===== src/rtl/core/drtd_ram.sv =====
module drtd_ram #(
    parameter int unsigned Width = 8,
    parameter int unsigned Depth = 16
) (
    input  logic                     i_clk,
    input  logic                     i_we,
    input  logic [$clog2(Depth)-1:0] i_waddr,
    input  logic [Width-1:0]         i_wdata,
    input  logic [$clog2(Depth)-1:0] i_raddr,
    output logic [Width-1:0]         o_rdata
);

    logic [Width-1:0] r_mem [Depth];
    logic [Width-1:0] r_rdata;

    always_ff @(posedge i_clk) begin
        if (i_we) begin
            r_mem[i_waddr] <= i_wdata;
        end
        r_rdata <= r_mem[i_raddr];
    end

    assign o_rdata = r_rdata;

endmodule


===== config.mk =====
export PLATFORM = sky130hd
export DESIGN_NAME = drtd_ram
export DESIGN_NICKNAME = d
export VERILOG_FILES = /design/src/rtl/core/drtd_ram.sv
export SDC_FILE = /design/constraint.sdc
export NUM_CORES = 1
export LEC_CHECK = 0
export ABC_AREA = 1
export ABC_CLOCK_PERIOD_IN_PS = 900
export BUFFER_PORTS_ARGS = -buffer_cell sky130_fd_sc_hd__buf_2
export CORE_ASPECT_RATIO = 0.7
export CORE_MARGIN = 2
export CORE_UTILIZATION = 57
export CTS_BUF_LIST = sky130_fd_sc_hd__clkbuf_8
export CTS_CLUSTER_SIZE = 20
export DETAILED_ROUTE_END_ITERATION = 10
export PLACE_DENSITY = 0.78
export SLEW_MARGIN = 10
export SYNTH_ARGS = -nofsm -noshare
export SYNTH_HDL_FRONTEND = slang
export SYNTH_SLANG_ARGS = --single-unit

===== constraint.sdc =====
create_clock -name i_clk -period 0.9 [get_ports i_clk]
set_input_delay 0.045 -clock i_clk [delete_from_list [all_inputs] [get_ports i_clk]]
set_output_delay 0.045 -clock i_clk [all_outputs]
set_load 0.02 [all_outputs]

Word level (Yosys, flattened, before mapping)
Memories as Yosys holds them, arrays and structs flattened. A register that Yosys moved wholly into a read port is not among the register bits.
Cells that the tools add are included.
{"block": "word_totals", "reg_bits": 0, "ramBits": 128, "in_bits": 18, "output_inout_bits": 8, "memories": 1}
{"block": "op_classes", "muxes": 2}
{"name": "r_mem", "depth": 16, "width": 8, "rd": 1, "rd_ports_with_merged_regs": 1, "write_ports": 1, "line": "13", "rtl": "logic [Width-1:0] r_mem [Depth];"}
{"op": "two-way mux 1 bit", "n": 2}

Longest topological paths before layout
{"block": "logic_depth", "depth_word": 2, "mapped_depth": 8}

Worst setup path after synthesis
No wires, ideal clock.
{"block": "synth_timing", "path_kind": "input to register", "startpoint": "input i_waddr[3]", "endpoint": "memory r_mem[4][0] (enable)", "arrival_time_ns": 0.626, "slack_ns": -0.096, "stages": 2, "path_cell_list": "nand3b_1 > nor2_1"}
{"item": "start: declaration", "line": "7", "rtl": "input logic [$clog2(Depth)-1:0] i_waddr,"}
{"item": "end: declaration", "line": "13"}
Straight into the memory's write port.

==> flow_summary.toml <==
[outcome]
outcome = "finished with violations"
failed_checks = "negative setup slack"

[layout]
final_layout_size_suffix_gt1_share_pct = 22.3
antennaDiodeCount = 0
flow.area_growth_from_synthesis_pct = 19.9
design.final.nets = 623

[floorplan]
fp.coreArea_mm2 = 0.00976
die_area_mm2 = 0.0110
placement_rows = 30
die-width_um = 124
floorplan.die.height_um = 88.2
num_io_pins = 26
initial_cell_density_of_the_core_pct = 59.1

[placement]
gpl.final_weighted_congestion = 0.868
dp.final_hpwl_um = 8350
dp_slack_ns = -0.192
io_buffer_count = 25

[route]
routed-via-count = 4042
dr.pass1.iters = 7
routedWlPerCell_um = 17.4
detail-route-antenna-nets = 0
route.detailed.vias_per_inst = 5.42
detail_route.drc_violations = 0
detail_route.wirelength_um = 13000
detailedRoute.firstIterationViolations = 492

[clock_tree]
clock_insertion_delay_worst_skew_ns = 0.44
numCtsBuffers = 17
h_tree_levels = 4
max-clock-path-buffers = 2
cts_root_buffer = "clkbuf_8"
post-cts-setup-buffers = 0
clock_pin_slew_of_the_registers_on_the_worst_case_setup_and_hold_paths_ns = 0.07
cts_num_sinks = 136
cts_tree = "built"

[setup_path]
startpoint_of_the_lowest_slack_register_to_register_path = "r_mem[15][3]"
critPathLaunchType = "flip-flop"
critical_path.max_stage_delay_ns = 0.39
worst_r2r_path_depth = 6
timing.critical_path.required_ns = 1.23
timing.critical_path.to_type = "flip-flop"
crit_family = "simple AND/OR/NAND/NOR gates"
slowest_stage = "edfxtp_1"
worstSetupStartpoint = "r_mem[15][3]"
critical_path.max_fanout = 1
crit_top_cell = "nand3_2"
worst-path-stages = 6
timing.critical_path.cells = "inv_1 > nand2_1 > nand3_1 > nand3_2 > nand3_2 > nand2_2"
timing_worst_setup_path_type = "reg -> reg"
timing.critical_path.arrival_ns = 1.32
timing.critical_path.buf_inv = 1

[synth]
synth_area_leader_cell = "edfxtp_1"
yosys-top-cells-count = "nand2_1 (173), edfxtp_1 (128), inv_1 (100), nand3_1 (97), nor2_1 (17)"
yosysWarningCount = 0
netlist_area_mm2 = 0.00577
seq_area_frac_synth_pct = 69.4
synthesized_netlist_net_count = 569
synth_edf_count = 128
cell_count_after_synthesis = 551
netlist.area_leader.share_pct = 66.7
yosys.cell_count.top_type = "nand2_1"
synth_cell_types = 12
syn-mean-instance-area_um2 = 10.5
postSynth.asyncResetShare_pct = 0
ys_seq_elements = 136
synth_ff_type = "edfxtp_1"
synth.area.top_cells = "edfxtp_1 (67%), nand2_1 (11%), nand3_1 (8.4%)"

[sta]
setup_ws_ns = -0.0968
achievable-frequency_mhz = 1000
worst_slew_pin_slew_ns = 0.416
timing.setup.tns_ns = -0.586
post-route-min-period_ns = 0.997
timing.clock.skew_ns = 0.0147
setup_failing_eps_final = 16
slew_viol_final = 0
max_slew_margin_pct = 72.2
finalHoldViolations = 0
setup_repair_after_global_routing_missed_its_margin = "true"
post-route-period-util_pct = 111

[global_route]
grt.total_usage_pct = 24.7
first_pass_grt_wire_length_um = 19700
grt_max_degree = 28
grt_pass1_vias = 3767
grt_overflow = 0
grt_antenna_before_repair = 0

[worst_hold_path]
worst_hold_path.num_cells = 1
min_from = "i_wdata[4]"
min-delay-path-class = "in -> reg"

[pwr]
irDropWorstVdd_uv = 1420
power-per-cell-area_mw_per_mm2 = 1860
cellLeakagePower_uw = 0.00303

[run]
max-cap-violations = 0
[area by class of cell]
type / count / area [um^2]
well taps: 128 / 160
multi-input cells: 289 / 1410
inverters: 102 / 383
clock buffers: 22 / 303
clock inverters: 10 / 66.3
repair buffers: 59 / 576
fillers: 669 / 2850
flip-flops and latches: 136 / 4010
[layout by cell type (no fill, tap or decap), types with 2 or more instances in the layout]
master and instances:
nor2_2 6, buf_2 17, nand3_2 33, clkbuf_8 22
nand2_1 166, inv_2 3, clkinv_2 2, dfxtp_2 8
buf_4 20, nand3_1 64, nor2_1 11, buf_12 11
nand2_2 7, edfxtp_1 128, inv_1 106, dlygate4sd3_1 3
buf_6 8, nand3b_1 2
[logic make-up (layout without fill, tap and decap cells)]
kind of cell	after synthesis	count (layout)	synth area share, %
buffers and inverters	126	193	9.52
AND/OR/NAND/NOR	289	289	21.0
flip-flops	136	136	69.4
[path summary, 6_finish.rpt]
check	end	slack (ns)
setup / recovery	o_rdata[3]	-0.1
hold / removal	r_mem[15][4]	0.02
setup reg to reg	o_rdata[3]	-0.1
hold reg to reg	o_rdata[5]	0.69
[sequential cells by signal (all words and copies together) (netlist names)]
register,flops
o_rdata,8
r_mem,128
[layer usage]
metal  track usage (%)  up-vias  share of wire (%)
met1              34.9     1908                 43
met2              38.3      228                 46
li1                  -     1879                  -
met5                 0        -                  0
met4              8.07        0                1.5
met3              6.48       27                9.1
[metrics by stage]
stage	power [uW]	cell area [um^2]	utilization (%)	hold WS, ns	std cells
after global routing	13300	6910	70.8	0.00226	746
after global placement	8200	6270	64.3	0.462	711
final	12900	6910	70.8	0.0188	746
after CTS	12900	6800	69.6	0.000374	744
after detailed placement	8230	6270	64.3	0.465	711
after floorplan	7800	5780	-	0.144	551
[where the power goes]
part	total, uW	switching, uW	internal, uW
sequential	7140	53.4	7080
clock	4600	2130	2470
combinational	1120	712	404
total	12900	2890	9960
[timing repair]
action / CTS / global route
setup endpoints to repair: 15 / 16
pin swaps: 32 / 20
endpoints found under the hold margin: 10 / 14
resized for setup: 43 / 22
hold buffers: 1 / 2
cloned: 0 / 0
(Power assumes the default switching activity.)
