## config.mk

```make
export PLATFORM = sky130hd
export DESIGN_NAME = drtd_prev
export DESIGN_NICKNAME = d
export VERILOG_FILES = /design/src/rtl/core/drtd_pkg.sv /design/src/rtl/core/drtd_prev.sv
export SDC_FILE = /design/constraint.sdc
export NUM_CORES = 1
export LEC_CHECK = 0
export BUFFER_PORTS_ARGS = -buffer_cell sky130_fd_sc_hd__buf_2
export CORE_UTILIZATION = 35
export CTS_BUF_LIST = sky130_fd_sc_hd__clkbuf_8
export DETAILED_ROUTE_END_ITERATION = 12
export GPL_TIMING_DRIVEN = 0
export PLACE_DENSITY = 0.54
export SLEW_MARGIN = 20
export SYNTH_ARGS = -nofsm -noshare
export SYNTH_HDL_FRONTEND = slang
export SYNTH_SLANG_ARGS = --single-unit
```

## constraint.sdc

```tcl
create_clock -name i_clk -period 4 [get_ports i_clk]
set_input_delay 0.2 -clock i_clk [delete_from_list [all_inputs] [get_ports i_clk]]
set_output_delay 0.2 -clock i_clk [all_outputs]
set_load 0.1 [all_outputs]
```

## src/rtl/core/drtd_pkg.sv

```systemverilog
package drtd_pkg;

    localparam int unsigned CpW       = 21;
    localparam int unsigned NumPos    = 7;
    localparam int unsigned BankDepth = 14;
    localparam int unsigned NumSlots  = 16;
    localparam int unsigned SlotW     = 4;
    localparam int unsigned PosW      = 4;

    localparam logic [CpW-1:0] DeltaLimit  = 21'h000020;
    localparam logic [CpW-1:0] DeltaBias   = 21'h000010;
    localparam logic [CpW-1:0] Replacement = 21'h00FFFD;
    localparam logic [PosW-1:0] TargetBase = 4'd7;

    typedef logic [BankDepth-1:0][CpW-1:0] t_cp_bank;

    typedef struct packed {
        logic            clear;
        logic            we;
        logic [PosW-1:0] idx;
        logic [CpW-1:0]  raw;
    } t_prev_ctl;

endpackage

```

## src/rtl/core/drtd_prev.sv

```systemverilog
module drtd_prev (
    input  logic               i_clk,
    input  logic               i_rst_n,
    input  drtd_pkg::t_prev_ctl i_ctl,
    output drtd_pkg::t_cp_bank  o_bank
);

    drtd_pkg::t_cp_bank         r_bank;
    logic [drtd_pkg::CpW-1:0]   n_value;
    logic [drtd_pkg::CpW-1:0]   prev;

    always_comb begin
        prev = r_bank[i_ctl.idx];
        if (i_ctl.raw < drtd_pkg::DeltaLimit) begin
            n_value = prev + i_ctl.raw - drtd_pkg::DeltaBias;
        end else begin
            n_value = i_ctl.raw;
        end
    end

    always_ff @(posedge i_clk) begin
        if (!i_rst_n || i_ctl.clear) begin
            r_bank <= '0;
        end else if (i_ctl.we) begin
            r_bank[i_ctl.idx] <= n_value;
        end
    end

    assign o_bank = r_bank;

    a_idx_range: assert property (@(posedge i_clk) disable iff (!i_rst_n)
        i_ctl.we |-> i_ctl.idx < 4'(drtd_pkg::BankDepth))
        else $error("prev bank index out of range");

endmodule

```

== After elaboration in Yosys (flattened, before gate mapping) ==
Cells that the tools add are included.
Widths: inputs -> output; s select.
Storage, ports and cells
  register bits: 294
  bits in latches: 0
  memory bits (writable): 0
  memory bits (read-only): 0
  bits of input ports: 29
  word-level logic and storage cells: 28
  memories kept: 0
Operators by class
  add/subtract/negate cells: 2
  multipliers: 0
  div/mod/pow operators: 0
  magnitude comparators: 3
  equality and inequality tests: 0
  shift-type cells: 0
  mux-type cells: 6
  bitwise logic cells: 0
  reductions and logical operators: 3
Operators by type and width (number)
  $bwmux 294: 1
  $bmux 21 s4: 1
  $demux 21 s4: 1
  $mux 21: 3
  $add 21x21->21: 1
  $lt 21x6->1 const B: 1
  $sub 21x5->21 const B: 1
  $lt 4x5->1 const B: 1
  $ge 4x1->1 const B: 1
  $logic_and 1x1->1: 1
  $logic_not 1->1: 1
  $logic_or 1x1->1: 1

== Logic depth before layout (Yosys ltp) ==
  word-level depth: 6
  mapped depth: 21
  depth with buffers taken out: 15

== Worst setup path after synthesis ==
No wires, ideal clock.
  kind: input-to-reg
  from: input port i_ctl[21] (netlist name)
  to: register r_bank (netlist bit o_bank[103])
  data arrival time: 4.240 ns
  data required time: 3.941 ns
  path slack: -0.299 ns
  cell stages on the path: 17
  path buffers: 4
  cell sequence: buf_2 > buf_4 > buf_1 > mux4_2 > a21oi_1 > o21ai_0 > ha_1 > inv_1 > fa_1 > and2b_2 > o2111ai_4 > a21oi_4 > nor2_2 > o41ai_4 > mux2i_2 > buf_6 > o31a_1
On the way
  word-level cells in the longest chain between the ends: 6
  elaborated cells on any way between the ends: 11
  those cells by class: add/sub (2); order compare (2); mux (6); reduce/logical (1)
Ends and longest elaborated chain
  from (decl): line drtd_prev.sv:4  | input drtd_pkg::t_prev_ctl i_ctl,
  $bmux 21 s4: line drtd_prev.sv:13  | prev = r_bank[i_ctl.idx];
  $mux 21 (implied by the code): line drtd_prev.sv:13
  $add 21x21->21: line drtd_prev.sv:15  | n_value = prev + i_ctl.raw - drtd_pkg::DeltaBias;
  $sub 21x5->21: line drtd_prev.sv:15
  $mux 21: line drtd_prev.sv:14  | if (i_ctl.raw < drtd_pkg::DeltaLimit) begin
  $bwmux 294 (*): line drtd_prev.sv:25  | r_bank[i_ctl.idx] <= n_value;
  to (signal, indexed assignment): line drtd_prev.sv:25
  to (decl): line drtd_prev.sv:8  | drtd_pkg::t_cp_bank r_bank;
Every way passes the cells marked *; elsewhere a longest branch is shown, timed or not. The select of a mux whose other input is x is not followed.
A chain may end at the register's enable or synchronous reset.

== Worst setup path in the final report ==
  from: register r_bank (netlist bit o_bank[159])
  to: register r_bank (netlist bit o_bank[57])
On the way
  word-level cells in the longest chain between the ends: 6
Ends and longest elaborated chain (line)
  $bmux 21 s4: drtd_prev.sv:13
  $mux 21 (implied by the code): drtd_prev.sv:13
  $add 21x21->21: drtd_prev.sv:15
  $sub 21x5->21: drtd_prev.sv:15
  $mux 21: drtd_prev.sv:14
  $bwmux 294: drtd_prev.sv:25
Every way passes these cells. The select of a mux whose other input is x is not followed.

==> qor.csv <==
metric,value,unit
type of origin of the critical path,flip-flop,
grt total ovfl,0,
"Clk Latency, worst-skew pair",0.65,ns
outcome,completed,
"Reg clk slew, reported paths",0.07,ns
GRT Resource Usage Total,29.0,%
most common cell in the synthesized netlist,nor2_1,
DRC violations left,0,
H-Tree Depth,2,
Crit. End Element,flip-flop,
total CTS buffers,51,
"Distinct cells, synth",65,
critical path data arrival time,4.54,ns
Worst Skew,0.0351,ns
Crit path largest cell delay,0.55,ns
Initial Util,35.7,%
Fillers,3956,
"FF+latch count, synth",294,
warnings from Yosys,0,
vias in the first global route,13600,
Synth Flop Type,dfxtp_1,
Final Util,46.3,%
CTS tree,done,
hold_ws,0.0265,ns
Post-synth EDFFs,0,
Routed wire per std cell,24.7,um
number of I/O pins,323,
share of the synthesized area in the top cell type,41.2,%
max FFs per register,294,
PwrDens,370,nW/um2
Final WS setup,0.0242,ns
met3 GRT Util,9.36,%
CP dominant cell by count,nor2_1,
share of cells above drive strength 1,32.9,%
"CP delay by family, top",compound AO/OA/AOI/OAI gates,
Avg Vias per Cell,5.58,
CP bufs+invs,2,
CP max stage cell,mux4_2,
Synth Cell Area,14300,um2
initial antenna violation count,3,
Syn Area/Cell,9.12,um2
fin nets,2038,
Synth area leaders,"dfxtp_1 41%, mux4_2 9.9%, nor2_1 8.5%",
sequential element share of the synthesized area,41.2,%
CORE AREA,40000,um2
die area,41600,um2
asr flop ratio synth,0,%
1st-iter DRT viols,875,
grt met1 use,37.1,%
met2 Use GR,45.3,%
Final ANT Viol Nets,0,
fin cells,2531,
HPWL after detailed placement,48400,um
Setup WS pre-CTS,-2.07,ns
Period minus WS final,3.98,ns
Final Max Slew Viols,0,
First-pass DRT Iterations,5,
DR vias,14100,
crit-path max FO,6,
Syn Inst Count,1566,
synthesis-to-finish area growth,29.6,%
Leakage Power,7.93,nW
final-report hold violation count,0,
worst setup path class,flip-flop to flip-flop,
first-pass GRT wire length,88500,um
# rows,73,
max cap viols,0,
Root Buffer,clkbuf_8,
busiest layer in global routing,met2,
worst path required time,4.56,ns
die width,204,um
RSZ-0062 raised after global routing,true,
max_slew headroom,41.7,%
most frequent cells after synthesis,"322 x nor2_1, 294 x dfxtp_1, 148 x o21ai_0",
syn_nets,1635,
count of input and output buffers,319,
largest net degree at the start of global routing,15,
FMAX,252,MHz
diode count,0,
hold crit path type,input pin to flip-flop,
Slew @ Worst Pin,0.868,ns
period utilization,99.4,%
Post-Place Cells,2410,
drt total wl,62400,um
clock sink total,294,
Final Wtd Congestion,0.939,
final total power,6.86,mW
VDD IR-drop max,152,uV
largest area contributor in the netlist,dfxtp_1,
CTS max path bufs,3,
Final Setup Violations,0,
worst path cell trace,"mux4_2, mux2i_2, nor2_1, a211oi_2, ha_1, inv_1, ha_1, a21o_1, a2111o_1, or3b_1, o211ai_4, buf_6, nor2_1, nor2_1",
die extent in y,204,um
-- cell type report --
cell class              instances  area [um2]  area share [%]
plain buffers                 146         791            4.27
clock buffers                  69         950            5.13
clock inverters                21         110           0.595
inverters                      55         206            1.12
multi-input cells            1071        8010            43.3
flip-flops and latches        294        5900            31.8
well taps                     525         657            3.55
repair buffers                350        1890            10.2
-- timing repair --
| action | 4_1_cts | 5_1_grt |
|---|---|---|
| setup endpoints to repair | 208 | 179 |
| cloned | 0 | 5 |
| pin swaps | 8 | 31 |
| setup buffers | 6 | 12 |
| endpoints found under the hold margin | 29 | 0 |
| resized for setup | 58 | 121 |
| hold buffers | 8 | 0 |
-- placed cells by master (no fill, tap or decap), drive strengths merged, types with 3 or more instances in the layout --
cell / n
buf: 384
nor2: 323
dfxtp: 294
clkbuf: 173
o21ai: 153
a21oi: 133
a211oi: 130
inv: 65
mux4: 63
mux2i: 46
ha: 39
nand2: 23
o41ai: 16
a2111oi: 15
o31a: 14
a31oi: 14
nor3: 12
clkinv: 11
nand3: 10
xnor2: 9
a21o: 8
dlygate4sd3: 8
nor4: 7
nand2b: 6
o211ai: 6
nand4: 5
o21a: 5
nor2b: 4
xor2: 4
and3: 3
-- worst paths after layout --
path | from | endpoint | slack [ns] | depth (start not counted)
setup reg to reg | o_bank[159] | o_bank[57] | 0.02 | 14
setup / recovery | o_bank[159] | o_bank[57] | 0.02 | 14
hold reg to reg | o_bank[273] | o_bank[273] | 0.51 | 2
hold / removal | i_ctl[6] | o_bank[258] | 0.03 | 3
-- through the flow --
step | cell area, um2 | TNS [ns]
after floorplan | 14300 | 0
after global placement | 16600 | -295.50
after detailed placement | 16600 | -302.63
after CTS | 18000 | 0
after global routing | 18500 | -1.18
final | 18500 | 0
-- where the power goes --
group / internal (mW) / switching (mW) / total, mW
clock: 1.54 / 1.36 / 2.90
sequential: 2.95 / 0.0233 / 2.98
combinational: 0.289 / 0.693 / 0.982
-- worst register-to-register path, delay by kind of cell (launching register included) --
family | cells | cell delay [ns]
mux | 2 | 0.75
flops | 1 | 0.33
compound gates | 4 | 1.21
buf+inv | 2 | 0.27
fa+ha+maj | 2 | 0.60
simple gates | 4 | 0.71
-- routing by layer --
layer  up-vias  wire length [um]
met4         4              2220
li1       6493                 -
met5         -                27
met2       612             28200
met1      6901             26100
met3       116              5870
-- cells by family (layout without fill, tap and decap cells) --
group | after synthesis | after routing | share of synthesized area, %
compound gates | 505 | 505 | 23.4
xor+xnor | 13 | 13 | 0.902
fa+ha+maj | 40 | 40 | 3.56
buf+inv | 201 | 641 | 5.84
flops | 294 | 294 | 41.2
mux | 109 | 109 | 13.2
simple gates | 404 | 404 | 11.9
Note: power is estimated with default switching activity, not from simulation.
